[src/hw/rtl/numeric_format_converter_defines.svh]
// Assertion macros shared by the converter RTL.
`ifndef NUMERIC_FORMAT_CONVERTER_DEFINES_SVH
`define NUMERIC_FORMAT_CONVERTER_DEFINES_SVH

// Antecedent and consequent must hold in the same cycle.
`define NFC_ASSERT_SAME(lbl, ante, cons, msg) \
  lbl: assert property (@(posedge clk) disable iff (rst) (ante) |-> (cons)) else $error(msg);

// Consequent must hold in the cycle after the antecedent.
`define NFC_ASSERT_NEXT(lbl, ante, cons, msg) \
  lbl: assert property (@(posedge clk) disable iff (rst) (ante) |=> (cons)) else $error(msg);

`endif

[src/hw/rtl/nfc_pkg.sv]
`default_nettype none
package nfc_pkg;

  // Action codes: source type times four plus destination type.
  localparam logic [3:0] ACT_I32_F32 = 4'd2;
  localparam logic [3:0] ACT_I32_F64 = 4'd3;
  localparam logic [3:0] ACT_I64_F64 = 4'd7;
  localparam logic [3:0] ACT_F32_I32 = 4'd8;
  localparam logic [3:0] ACT_F32_F64 = 4'd11;
  localparam logic [3:0] ACT_F64_I64 = 4'd13;
  localparam logic [3:0] ACT_F64_F32 = 4'd14;

  // How an item is finished at the last stage.
  localparam logic [1:0] KIND_SPECIAL = 2'd0;
  localparam logic [1:0] KIND_PACK    = 2'd1;
  localparam logic [1:0] KIND_TOINT   = 2'd2;

  localparam int unsigned F32_MAN = 23;
  localparam int unsigned F64_MAN = 52;

  typedef struct packed {
    logic [3:0]  action;
    logic [63:0] source_bits;
    logic        column_end;
  } nfc_in_t;

  typedef struct packed {
    logic [63:0] result_bits;
    logic        handled;
    logic        column_end_out;
  } nfc_out_t;

  // After unpack: common significand form or a finished value.
  typedef struct packed {
    logic [1:0]         kind;
    logic               handled;
    logic               col_end;
    logic               dbl;
    logic               sign;
    logic [63:0]        sig;
    logic signed [13:0] exp2;
    logic [5:0]         rsh;
    logic [63:0]        spec;
  } nfc_s1_t;

  // After leading-zero count: biased exponent known.
  typedef struct packed {
    logic [1:0]         kind;
    logic               handled;
    logic               col_end;
    logic               dbl;
    logic               sign;
    logic [63:0]        sig;
    logic signed [13:0] be;
    logic [5:0]         lz;
    logic [5:0]         rsh;
    logic [63:0]        spec;
  } nfc_s2_t;

  // After alignment: ready to round or to negate.
  typedef struct packed {
    logic [1:0]  kind;
    logic        handled;
    logic        col_end;
    logic        dbl;
    logic        sign;
    logic [63:0] sig;
    logic        ovf;
    logic [6:0]  rsh;
    logic [10:0] base;
    logic [63:0] spec;
  } nfc_s3_t;

  // Leading zeros of a nonzero 64-bit word.
  function automatic logic [5:0] lzc64(input logic [63:0] v);
    logic [5:0] idx;
    idx = '0;
    for (int i = 0; i < 64; i++) begin
      if (v[i]) idx = 6'(i);
    end
    return 6'd63 - idx;
  endfunction

endpackage
`default_nettype wire

[src/hw/rtl/nfc_unpack.sv]
`default_nettype none
module nfc_unpack (
  input  wire logic             clk,
  input  wire logic             rst,
  input  wire logic             valid_i,
  output logic                  ready_o,
  input  wire nfc_pkg::nfc_in_t data_i,
  output logic                  valid_o,
  input  wire logic             ready_i,
  output nfc_pkg::nfc_s1_t      data_o
);
  import nfc_pkg::*;

  nfc_s1_t     n;
  logic [31:0] lo;
  logic [7:0]  ef8;
  logic [22:0] mf23;
  logic [10:0] ef11;
  logic [51:0] mf52;
  logic [63:0] ival;
  logic        vld;

  assign lo   = data_i.source_bits[31:0];
  assign ef8  = lo[30:23];
  assign mf23 = lo[22:0];
  assign ef11 = data_i.source_bits[62:52];
  assign mf52 = data_i.source_bits[51:0];

  // Decode the pair and split the source into sign, significand and exponent.
  always_comb begin
    n = '0;
    n.handled = 1'b1;
    n.col_end = data_i.column_end;
    n.kind = KIND_SPECIAL;
    ival = (data_i.action == ACT_I64_F64) ? data_i.source_bits
                                          : {{32{lo[31]}}, lo};
    case (data_i.action)
      ACT_F32_F64: begin
        n.dbl = 1'b1;
        n.sign = lo[31];
        if (ef8 == 8'hFF) begin
          n.spec = {lo[31], 11'h7FF, mf23 | {(mf23 != '0), 22'b0}, 29'b0};
        end else if (ef8 == '0 && mf23 == '0) begin
          n.spec = {lo[31], 63'b0};
        end else begin
          n.kind = KIND_PACK;
          n.sig = {40'b0, (ef8 != '0), mf23};
          n.exp2 = ((ef8 == '0) ? 14'sd1 : $signed({6'b0, ef8})) - 14'sd150;
        end
      end
      ACT_F64_F32: begin
        n.sign = data_i.source_bits[63];
        if (ef11 == 11'h7FF) begin
          n.spec = {32'b0, n.sign, 8'hFF,
                    (mf52 == '0) ? 23'b0 : {1'b1, mf52[50:29]}};
        end else if (ef11 == '0 && mf52 == '0) begin
          n.spec = {32'b0, n.sign, 31'b0};
        end else begin
          n.kind = KIND_PACK;
          n.sig = {11'b0, (ef11 != '0), mf52};
          n.exp2 = ((ef11 == '0) ? 14'sd1 : $signed({3'b0, ef11})) - 14'sd1075;
        end
      end
      ACT_I32_F32, ACT_I32_F64, ACT_I64_F64: begin
        n.dbl = (data_i.action != ACT_I32_F32);
        n.sign = ival[63];
        if (ival != '0) begin
          n.kind = KIND_PACK;
          n.sig = ival[63] ? (64'd0 - ival) : ival;
        end
      end
      ACT_F32_I32: begin
        n.sign = lo[31];
        if (ef8 == 8'hFF && mf23 != '0) begin
          n.spec = '0;
        end else if (ef8 < 8'd127) begin
          n.spec = '0;
        end else if (ef8 >= 8'd158) begin
          n.spec = {32'b0, lo[31] ? 32'h8000_0000 : 32'h7FFF_FFFF};
        end else begin
          n.kind = KIND_TOINT;
          n.sig = {1'b1, mf23, 40'b0};
          n.rsh = 6'(8'd190 - ef8);
        end
      end
      ACT_F64_I64: begin
        n.dbl = 1'b1;
        n.sign = data_i.source_bits[63];
        if (ef11 == 11'h7FF && mf52 != '0) begin
          n.spec = '0;
        end else if (ef11 < 11'd1023) begin
          n.spec = '0;
        end else if (ef11 >= 11'd1086) begin
          n.spec = n.sign ? 64'h8000_0000_0000_0000 : 64'h7FFF_FFFF_FFFF_FFFF;
        end else begin
          n.kind = KIND_TOINT;
          n.sig = {1'b1, mf52, 11'b0};
          n.rsh = 6'(11'd1086 - ef11);
        end
      end
      default: begin
        n.handled = 1'b0;
      end
    endcase
  end

  // Stage register.
  assign ready_o = !vld || ready_i;
  assign valid_o = vld;

  always_ff @(posedge clk) begin
    if (rst) begin
      vld <= 1'b0;
    end else if (ready_o) begin
      vld <= valid_i;
    end
  end

  always_ff @(posedge clk) begin
    if (ready_o && valid_i) begin
      data_o <= n;
    end
  end
endmodule
`default_nettype wire

[src/hw/rtl/nfc_count.sv]
`default_nettype none
module nfc_count (
  input  wire logic             clk,
  input  wire logic             rst,
  input  wire logic             valid_i,
  output logic                  ready_o,
  input  wire nfc_pkg::nfc_s1_t data_i,
  output logic                  valid_o,
  input  wire logic             ready_i,
  output nfc_pkg::nfc_s2_t      data_o
);
  import nfc_pkg::*;

  nfc_s2_t n;
  logic    vld;

  // Count leading zeros and form the biased exponent of the normalized value.
  always_comb begin
    n.kind    = data_i.kind;
    n.handled = data_i.handled;
    n.col_end = data_i.col_end;
    n.dbl     = data_i.dbl;
    n.sign    = data_i.sign;
    n.sig     = data_i.sig;
    n.rsh     = data_i.rsh;
    n.spec    = data_i.spec;
    n.lz      = lzc64(data_i.sig);
    n.be      = data_i.exp2 - $signed({8'b0, n.lz}) + 14'sd63
              + (data_i.dbl ? 14'sd1023 : 14'sd127);
  end

  assign ready_o = !vld || ready_i;
  assign valid_o = vld;

  always_ff @(posedge clk) begin
    if (rst) begin
      vld <= 1'b0;
    end else if (ready_o) begin
      vld <= valid_i;
    end
  end

  always_ff @(posedge clk) begin
    if (ready_o && valid_i) begin
      data_o <= n;
    end
  end
endmodule
`default_nettype wire

[src/hw/rtl/nfc_shift.sv]
`default_nettype none
module nfc_shift (
  input  wire logic             clk,
  input  wire logic             rst,
  input  wire logic             valid_i,
  output logic                  ready_o,
  input  wire nfc_pkg::nfc_s2_t data_i,
  output logic                  valid_o,
  input  wire logic             ready_i,
  output nfc_pkg::nfc_s3_t      data_o
);
  import nfc_pkg::*;

  nfc_s3_t            n;
  logic signed [13:0] emax;
  logic signed [13:0] norm_sh;
  logic signed [13:0] sub_sh;
  logic               vld;

  // Normalize the significand, or align the integer magnitude, and pick the
  // rounding shift: fixed for normal results, wider for subnormal ones.
  always_comb begin
    n.kind    = data_i.kind;
    n.handled = data_i.handled;
    n.col_end = data_i.col_end;
    n.dbl     = data_i.dbl;
    n.sign    = data_i.sign;
    n.spec    = data_i.spec;
    emax      = data_i.dbl ? 14'sd2047 : 14'sd255;
    norm_sh   = data_i.dbl ? 14'sd11 : 14'sd40;
    sub_sh    = norm_sh + 14'sd1 - data_i.be;
    n.ovf     = (data_i.be >= emax);
    if (data_i.kind == KIND_TOINT) begin
      n.sig = data_i.sig >> data_i.rsh;
    end else begin
      n.sig = data_i.sig << data_i.lz;
    end
    if (data_i.be >= 14'sd1) begin
      n.rsh  = 7'(norm_sh);
      n.base = 11'(data_i.be - 14'sd1);
    end else begin
      n.rsh  = (sub_sh > 14'sd65) ? 7'd65 : 7'(sub_sh);
      n.base = '0;
    end
  end

  assign ready_o = !vld || ready_i;
  assign valid_o = vld;

  always_ff @(posedge clk) begin
    if (rst) begin
      vld <= 1'b0;
    end else if (ready_o) begin
      vld <= valid_i;
    end
  end

  always_ff @(posedge clk) begin
    if (ready_o && valid_i) begin
      data_o <= n;
    end
  end
endmodule
`default_nettype wire

[src/hw/rtl/nfc_round.sv]
`default_nettype none
module nfc_round (
  input  wire logic             clk,
  input  wire logic             rst,
  input  wire logic             valid_i,
  output logic                  ready_o,
  input  wire nfc_pkg::nfc_s3_t data_i,
  output logic                  valid_o,
  input  wire logic             ready_i,
  output nfc_pkg::nfc_out_t     data_o
);
  import nfc_pkg::*;

  nfc_out_t     n;
  logic [129:0] wide;
  logic [63:0]  q;
  logic [63:0]  lim;
  logic [63:0]  mag;
  logic [63:0]  ival;
  logic         rnd;
  logic         sticky;
  logic         vld;

  // Round to nearest even, add the exponent and clamp to infinity; or finish
  // the integer by sign and width; or pass a finished special value through.
  always_comb begin
    wide   = {data_i.sig, 66'b0} >> data_i.rsh;
    rnd    = wide[65];
    sticky = |wide[64:0];
    q      = wide[129:66] + {63'b0, rnd && (sticky || wide[66])};
    lim    = data_i.dbl ? {1'b0, 11'h7FF, 52'b0} : {33'b0, 8'hFF, 23'b0};
    if (data_i.dbl) begin
      q = q + ({53'b0, data_i.base} << F64_MAN);
    end else begin
      q = q + ({53'b0, data_i.base} << F32_MAN);
    end
    mag  = (data_i.ovf || q >= lim) ? lim : q;
    ival = data_i.sign ? (64'd0 - data_i.sig) : data_i.sig;
    n.handled = data_i.handled;
    n.column_end_out = data_i.col_end;
    case (data_i.kind)
      KIND_PACK: begin
        n.result_bits = data_i.dbl ? {data_i.sign, mag[62:0]}
                                   : {32'b0, data_i.sign, mag[30:0]};
      end
      KIND_TOINT: begin
        n.result_bits = data_i.dbl ? ival : {32'b0, ival[31:0]};
      end
      default: begin
        n.result_bits = data_i.spec;
      end
    endcase
  end

  // Output register; it holds a finished result while the next one forms.
  assign ready_o = !vld || ready_i;
  assign valid_o = vld;

  always_ff @(posedge clk) begin
    if (rst) begin
      vld <= 1'b0;
    end else if (ready_o) begin
      vld <= valid_i;
    end
  end

  always_ff @(posedge clk) begin
    if (ready_o && valid_i) begin
      data_o <= n;
    end
  end
endmodule
`default_nettype wire

[src/hw/rtl/numeric_format_converter.sv]
`default_nettype none
// Converts one column element per cycle between i32, i64, f32 and f64 as
// selected by the action code, with round to nearest even for float results
// and truncation with saturation for integer results. The pipeline has four
// register stages (unpack, leading-zero count, align, round); one item can
// enter every cycle, and a stall on the result side holds every occupied
// stage without loss.
`include "numeric_format_converter_defines.svh"
module numeric_format_converter (
  input  wire logic              clk,
  input  wire logic              rst,
  input  wire logic              item_valid,
  output logic                   item_ready,
  input  wire nfc_pkg::nfc_in_t  item,
  output logic                   result_valid,
  input  wire logic              result_ready,
  output nfc_pkg::nfc_out_t      result
);
  import nfc_pkg::*;

  nfc_s1_t s1;
  nfc_s2_t s2;
  nfc_s3_t s3;
  logic    s1_valid, s1_ready;
  logic    s2_valid, s2_ready;
  logic    s3_valid, s3_ready;

  nfc_unpack u_unpack (
    .clk(clk), .rst(rst),
    .valid_i(item_valid), .ready_o(item_ready), .data_i(item),
    .valid_o(s1_valid), .ready_i(s1_ready), .data_o(s1)
  );

  nfc_count u_count (
    .clk(clk), .rst(rst),
    .valid_i(s1_valid), .ready_o(s1_ready), .data_i(s1),
    .valid_o(s2_valid), .ready_i(s2_ready), .data_o(s2)
  );

  nfc_shift u_shift (
    .clk(clk), .rst(rst),
    .valid_i(s2_valid), .ready_o(s2_ready), .data_i(s2),
    .valid_o(s3_valid), .ready_i(s3_ready), .data_o(s3)
  );

  nfc_round u_round (
    .clk(clk), .rst(rst),
    .valid_i(s3_valid), .ready_o(s3_ready), .data_i(s3),
    .valid_o(result_valid), .ready_i(result_ready), .data_o(result)
  );

  // An unsupported pair always yields zero bits.
  `NFC_ASSERT_SAME(a_unhandled_zero, result_valid && !result.handled, result.result_bits == 64'd0, "unhandled pair gave nonzero bits")
  // A transfer in always lands in the first stage.
  `NFC_ASSERT_NEXT(a_enter_stage, item_valid && item_ready, s1_valid, "accepted item lost at entry")
  // Input backpressure only comes from a full, stalled pipeline.
  `NFC_ASSERT_SAME(a_stall_cause, !item_ready, result_valid && !result_ready && s1_valid && s2_valid && s3_valid, "input stalled without a full pipeline")
endmodule
`default_nettype wire
[config.mk]
export PLATFORM = sky130hd
export DESIGN_NAME = numeric_format_converter
export DESIGN_NICKNAME = d
export VERILOG_FILES = /design/src/hw/rtl/nfc_pkg.sv /design/src/hw/rtl/nfc_unpack.sv /design/src/hw/rtl/nfc_count.sv /design/src/hw/rtl/nfc_shift.sv /design/src/hw/rtl/nfc_round.sv /design/src/hw/rtl/numeric_format_converter.sv
export VERILOG_INCLUDE_DIRS = /design/src /design/src/hw/rtl
export SDC_FILE = /design/constraint.sdc
export NUM_CORES = 2
export LEC_CHECK = 0
export ABC_AREA = 0
export BUFFER_PORTS_ARGS = -buffer_cell sky130_fd_sc_hd__buf_2
export CORE_MARGIN = 3
export CORE_UTILIZATION = 50
export DETAILED_ROUTE_END_ITERATION = 16
export HOLD_SLACK_MARGIN = 0.03
export PLACE_DENSITY = 0.74
export SLEW_MARGIN = 20
export SYNTH_ARGS = -nofsm -noshare
export SYNTH_HDL_FRONTEND = slang
export SYNTH_SLANG_ARGS = --single-unit
[constraint.sdc]
create_clock -name clk -period 28.3 [get_ports clk]
set_input_delay 5.66 -clock clk [delete_from_list [all_inputs] [get_ports clk]]
set_output_delay 5.66 -clock clk [all_outputs]
set_load 0.01 [all_outputs]
Word level (Yosys, flattened, before mapping)
Index checks and enable logic that the tools add are counted.

word-level totals
  flip-flop bits (word level) = 537
  input bits = 73
  word-level logic and storage cells = 237

operators by class
  add/sub/neg operators = 16
  $lt $le $gt $ge = 8
  equal/unequal tests = 13
  shift-type cells = 3
  mux-type cells = 128
  bitwise gates (word level) = 1
  reduce and logical (&&, ||, !) cells = 32

operators with widths
  operator                                            number
  two-way mux 64 bit                                  23
  case mux 65 bit (5 select lines)                    1
  case mux 64 bit (4 select lines)                    1
  two-way mux 6 bit                                   39
  two-way mux 78 bit                                  2
  right shift 130 x 7 -> 130 bit                      1
  case mux 64 bit (2 select lines)                    1
  subtractor 1 x 64 -> 64 bit (first input constant)  2
  two-way mux 63 bit                                  2
  two-way mux 32 bit                                  3
  two-way mux 5 bit                                   16
  two-way mux 67 bit                                  1
  OR reduction 65 bit                                 1
  adder 64 x 1 -> 64 bit                              1
  adder 64 x 34 -> 64 bit                             1
  adder 64 x 63 -> 64 bit                             1
  >= comparator 64 x 63 -> 1 bit                      1
  nonzero test 64 bit                                 1
  left shift 64 x 6 -> 64 bit                         1
  right shift 64 x 6 -> 64 bit                        1
  zero test 52 bit                                    1
  nonzero test 52 bit                                 1
  two-way mux 38 bit                                  1
  two-way mux 4 bit                                   8
  50 further kinds                                    90

Longest topological paths before layout
  word-level depth = 67
  depth in mapped cells = 43
  gate-level depth less buffers = 34

Hierarchy
A second synthesis with hierarchy kept.

second synthesis, totals
  cell total of the unflattened synthesis = 4,677
  area, all modules = 45,110.8 um^2

by module, submodules not included
  module      instances  cells an instance  area an instance (um^2)  seq. area each (um^2)
  nfc_round   1          2,056              15,701.3                 2,001.9
  nfc_shift   1          1,312              14,223.6                 4,614.4
  nfc_unpack  1          905                8,795.9                  4,134.0
  nfc_count   1          404                6,389.9                  4,824.6

Worst setup path after synthesis
OpenSTA, ideal clock, no wires.

  path kind = in2reg
  from = in result_ready
  to = reg u_shift.data_o[0] in the netlist's numbering (enable)
  library setup time = 0.847 ns
  data arrival time = 15.704 ns
  required time = 27.453 ns
  slack = 11.749 ns
  stages = 2
  cell sequence = nor2b_1 -> a21boi_0

between the ends
  word-level cells in the longest chain between the ends = 3

RTL lines
  what                    RTL line                        RTL
  start: declaration      numeric_format_converter.sv:16  input wire logic result_ready,
  logical OR 1 bit        nfc_round.sv:56                 assign ready_o = !vld || ready_i;
  logical OR 1 bit        nfc_shift.sv:47                 assign ready_o = !vld || ready_i;
  logical AND 1 bit       nfc_shift.sv:59                 if (ready_o && valid_i) begin
  end signal: assignment  nfc_shift.sv:60                 data_o <= n;
  end: declaration        nfc_shift.sv:10                 output nfc_pkg::nfc_s3_t data_o

No other way between the ends.
A chain may end at the register's enable or synchronous reset.

Final worst setup path
  from = in result_ready
  to = out item_ready

between the ends
  word-level cells in the longest chain between the ends = 4

RTL lines
  what              RTL line                        RTL
  logical OR 1 bit  nfc_round.sv:56
  logical OR 1 bit  nfc_shift.sv:47
  logical OR 1 bit  nfc_count.sv:32                 assign ready_o = !vld || ready_i;
  logical OR 1 bit  nfc_unpack.sv:108               assign ready_o = !vld || ready_i;
  end: declaration  numeric_format_converter.sv:13  output logic item_ready,

No other way between the ends.

==> metrics.md <==
| Metric | Value |
|---|---|
| Ys flop type | `edfxtp_1` |
| Avg Cell Area, Syn | `9.21 µm²` |
| Clock Skew | `0.0234 ns` |
| Top cells by count, synth | `nand2_1 (556), edfxtp_1 (488), nor2_1 (420)` |
| Crit path largest cell delay | `0.43 ns` |
| I/O Pins | `141` |
| Die outline height | `296 µm` |
| Worst rel slew slack | `0.154` |
| H-tree depth | `2` |
| Total grt overflow | `0` |
| Post-synthesis net count | `4,723` |
| Initial antenna violation count | `9` |
| Unique masters post-synth | `116` |
| Max-cap violations | `0` |
| Core Area | `82,600 µm²` |
| Yosys warning count | `0` |
| WS Path Type | `input pin to output pin` |
| Final min period | `12.51 ns` |
| Synthesized area | `42,000 µm²` |
| Least-Margin Pin Slew | `1.26 ns` |
| Final WL | `188 mm` |
| Worst reg-to-reg path cell count | `36` |
| Worst slack, placed | `15.81 ns` |
| Share of cells above drive strength 1 | `0.144` |
| Fin worst setup slack | `15.79 ns` |
| Top-area cell type share of the netlist area | `0.349` |
| Top Family by Delay on Critical Path | `simple AND/OR/NAND/NOR gates` |
| Number of post-CTS setup repair buffers | `0` |
| Unrepaired setup endpoints after global routing | `no` |
| Buffers added on ports | `140` |
| Required time worst endpoint | `22.64 ns` |
| Drt initial violations | `5,511` |
| Hold EP | `u_shift.data_o[49]` |
| Pwr/cell area | `44.1 nW/µm²` |
| Pins Over Slew Limit | `0` |
| Largest net degree at the start of global routing | `93` |
| Critical-path cell list | `buf_2, nor2b_1, and3_1, nand2_1, buf_2` |
| Total track usage | `0.421` |
| Cells after synthesis | `4,566` |
| Syn-to-layout area delta | `7.54%` |
| CP most frequent cell | `buf_2` |
| Clock sinks | `492` |
| Final nets | `4,672` |
| Design Power | `1.99 mW` |
| Largest cells by area after synthesis | `edfxtp_1 (35%), mux4_2 (7.9%), nand2_1 (5.0%)` |
| First-pass GRT wire length | `267 mm` |
| CTS tree | `built` |
| Crit-path max FO | `5` |
| Post-DP HPWL | `144 mm` |
| Flops & latches, synth | `492` |
| Hold Path Depth | `0` |
| Status | `complete, no violations` |
| R2R setup slack | `16.28 ns` |
| CP arrival | `6.85 ns` |
| Setup Viol. Count Final | `0` |
| DRC | `0` |
| Register Area | `14,700 µm²` |
| Tcrit/Tclk final | `0.442` |
| Via count | `40,200` |
| Max VDD drop | `0.0000647 V` |
| Filler cells | `7,434` |
| Post-synth EDFFs | `488` |
| Global placement routability congestion | `1.11` |
| Footprint of the multi-input gates | `25,400 µm²` |
| Vias in the first global route | `36,900` |
| Worst path bufs/invs | `2` |
| R2R Path End | `u_round.data_o[26]` |
| CTS Buffer Depth | `3` |
| Asr flop ratio synth | `0` |
| Initial Util | `0.509` |
| Crit start category | `input pin` |
| Max Clk Rate | `79.9 MHz` |
| RR Startpoint | `u_shift.data_o[75]` |
| Top-count cell post-synth | `nand2_1` |
| Final Hold Viols | `0` |
| Post-CTS resize count | `0` |
| Clock Pin Slew Worst Setup and Hold Paths | `0.06 ns` |
| TNS Setup | `0 ns` |
| Die Area | `87,600 µm²` |
| Vias per Instance | `7.14` |
| TritonRoute pass-1 iters | `10` |
| Die W | `296 µm` |
| CTS Root Cell | `clkbuf_16` |
| Hold WC Path Type | `register to register` |
| Yosys top cell by area | `edfxtp_1` |
| Hold Buf Count CTS | `0` |
| Clk Latency, worst-skew pair | `0.62 ns` |
| WL per Instance | `33.4 µm` |
| CTS Buf Count | `52` |
| Leakage | `16.3 nW` |
| Post-synthesis sequential area ratio | `0.350` |
| Crit. End Element | `output pin` |
| Worst hold start | `u_count.data_o[49]` |
| Antenna-violating nets left | `0` |
| Row count | `105` |
| Slowest stage cell, crit path | `nor2b_1` |
==> placed cells by master, fill, tap and decap left out, drive strengths merged, types with 80 or more instances in the layout <==
cell type	Yosys	final
inv	129	133
buf	84	246
nor2	422	422
mux2	80	80
nand2	556	556
edfxtp	488	488
xnor2	150	150
mux4	148	148
mux2i	178	178
o21ai	344	344
a21oi	227	227
nor3	111	111
==> flip-flops by register name (all words and copies together) (netlist names) <==
name / count
u_round.valid_o: 1
u_count.data_o: 145
u_round.data_o: 66
u_shift.valid_o: 1
u_shift.data_o: 138
u_count.valid_o: 1
u_unpack.valid_o: 1
u_unpack.data_o: 139
==> worst reg2reg max path: cells and delay by family (launching register included) <==
kind | cells | cell delay [ns]
multiplexers | 1 | 0.27
flip-flops | 1 | 0.32
adder cells (fa/ha/maj) | 2 | 0.67
AO/OA/AOI/OAI | 14 | 4.12
buffers and inverters | 4 | 1.96
AND/OR/NAND/NOR | 14 | 4.28
XOR/XNOR | 1 | 0.19
==> per-layer routing <==
metal | up-vias | global-route usage | share of wire
met3 | 765 | 0.0994 | 0.096
met4 | 6 | 0.350 | 0.10
met1 | 19500 | 0.506 | 0.36
met5 | - | 0 | 0.00025
met2 | 2577 | 0.646 | 0.44
li1 | 17300 | - | -
==> layout make-up <==
cell class,count,area share
Antenna cell,2,0.000111
Clock buffer,62,0.0296
Clock inverter,34,0.00836
Inverter,134,0.0112
Multi-Input combinational cell,3589,0.562
Sequential cell,492,0.326
Tap cell,1070,0.0296
Timing Repair Buffer,246,0.0331
==> worst max path at each step <==
stage / startpoint / to / slack [ns] / cells past startpoint
2_1_floorplan: result_ready / u_shift.data_o[0] / 11.75 / 2
3_3_place_gp: result_ready / item_ready / 15.79 / 5
3_5_place_dp: result_ready / item_ready / 15.81 / 5
4_1_cts: result_ready / item_ready / 15.80 / 5
5_1_grt: u_shift.data_o[75] / u_round.data_o[26] / 15.21 / 36
6_report: result_ready / item_ready / 15.79 / 5
==> power breakdown <==
group	total (mW)	switching [mW]	internal (mW)
Clock	0.682	0.294	0.388
Combinational	0.426	0.291	0.135
Sequential	0.886	0.0461	0.840
Total	1.99	0.631	1.36
==> kinds of logic after synthesis <==
logic type	synth area share
DFF	0.350
adders and majority gates	0.0259
AOI/OAI and AO/OA	0.199
xor gates and xnor gates	0.0480
and+or+nand+nor	0.185
buffers and inverters	0.0483
muxes	0.143
==> stage by stage <==
step | hold slack (ns) | cell area, µm² | utilization | std cells
2_1_floorplan | 0.400 | 42000 | - | 4566
5_1_grt | 0.423 | 45200 | 0.547 | 5627
6_report | 0.415 | 45200 | 0.547 | 5629
3_3_place_gp | 0.400 | 43400 | 0.526 | 5527
3_5_place_dp | 0.405 | 43400 | 0.526 | 5527
4_1_cts | 0.416 | 45100 | 0.546 | 5623
Power figures use the tool's default switching activity.
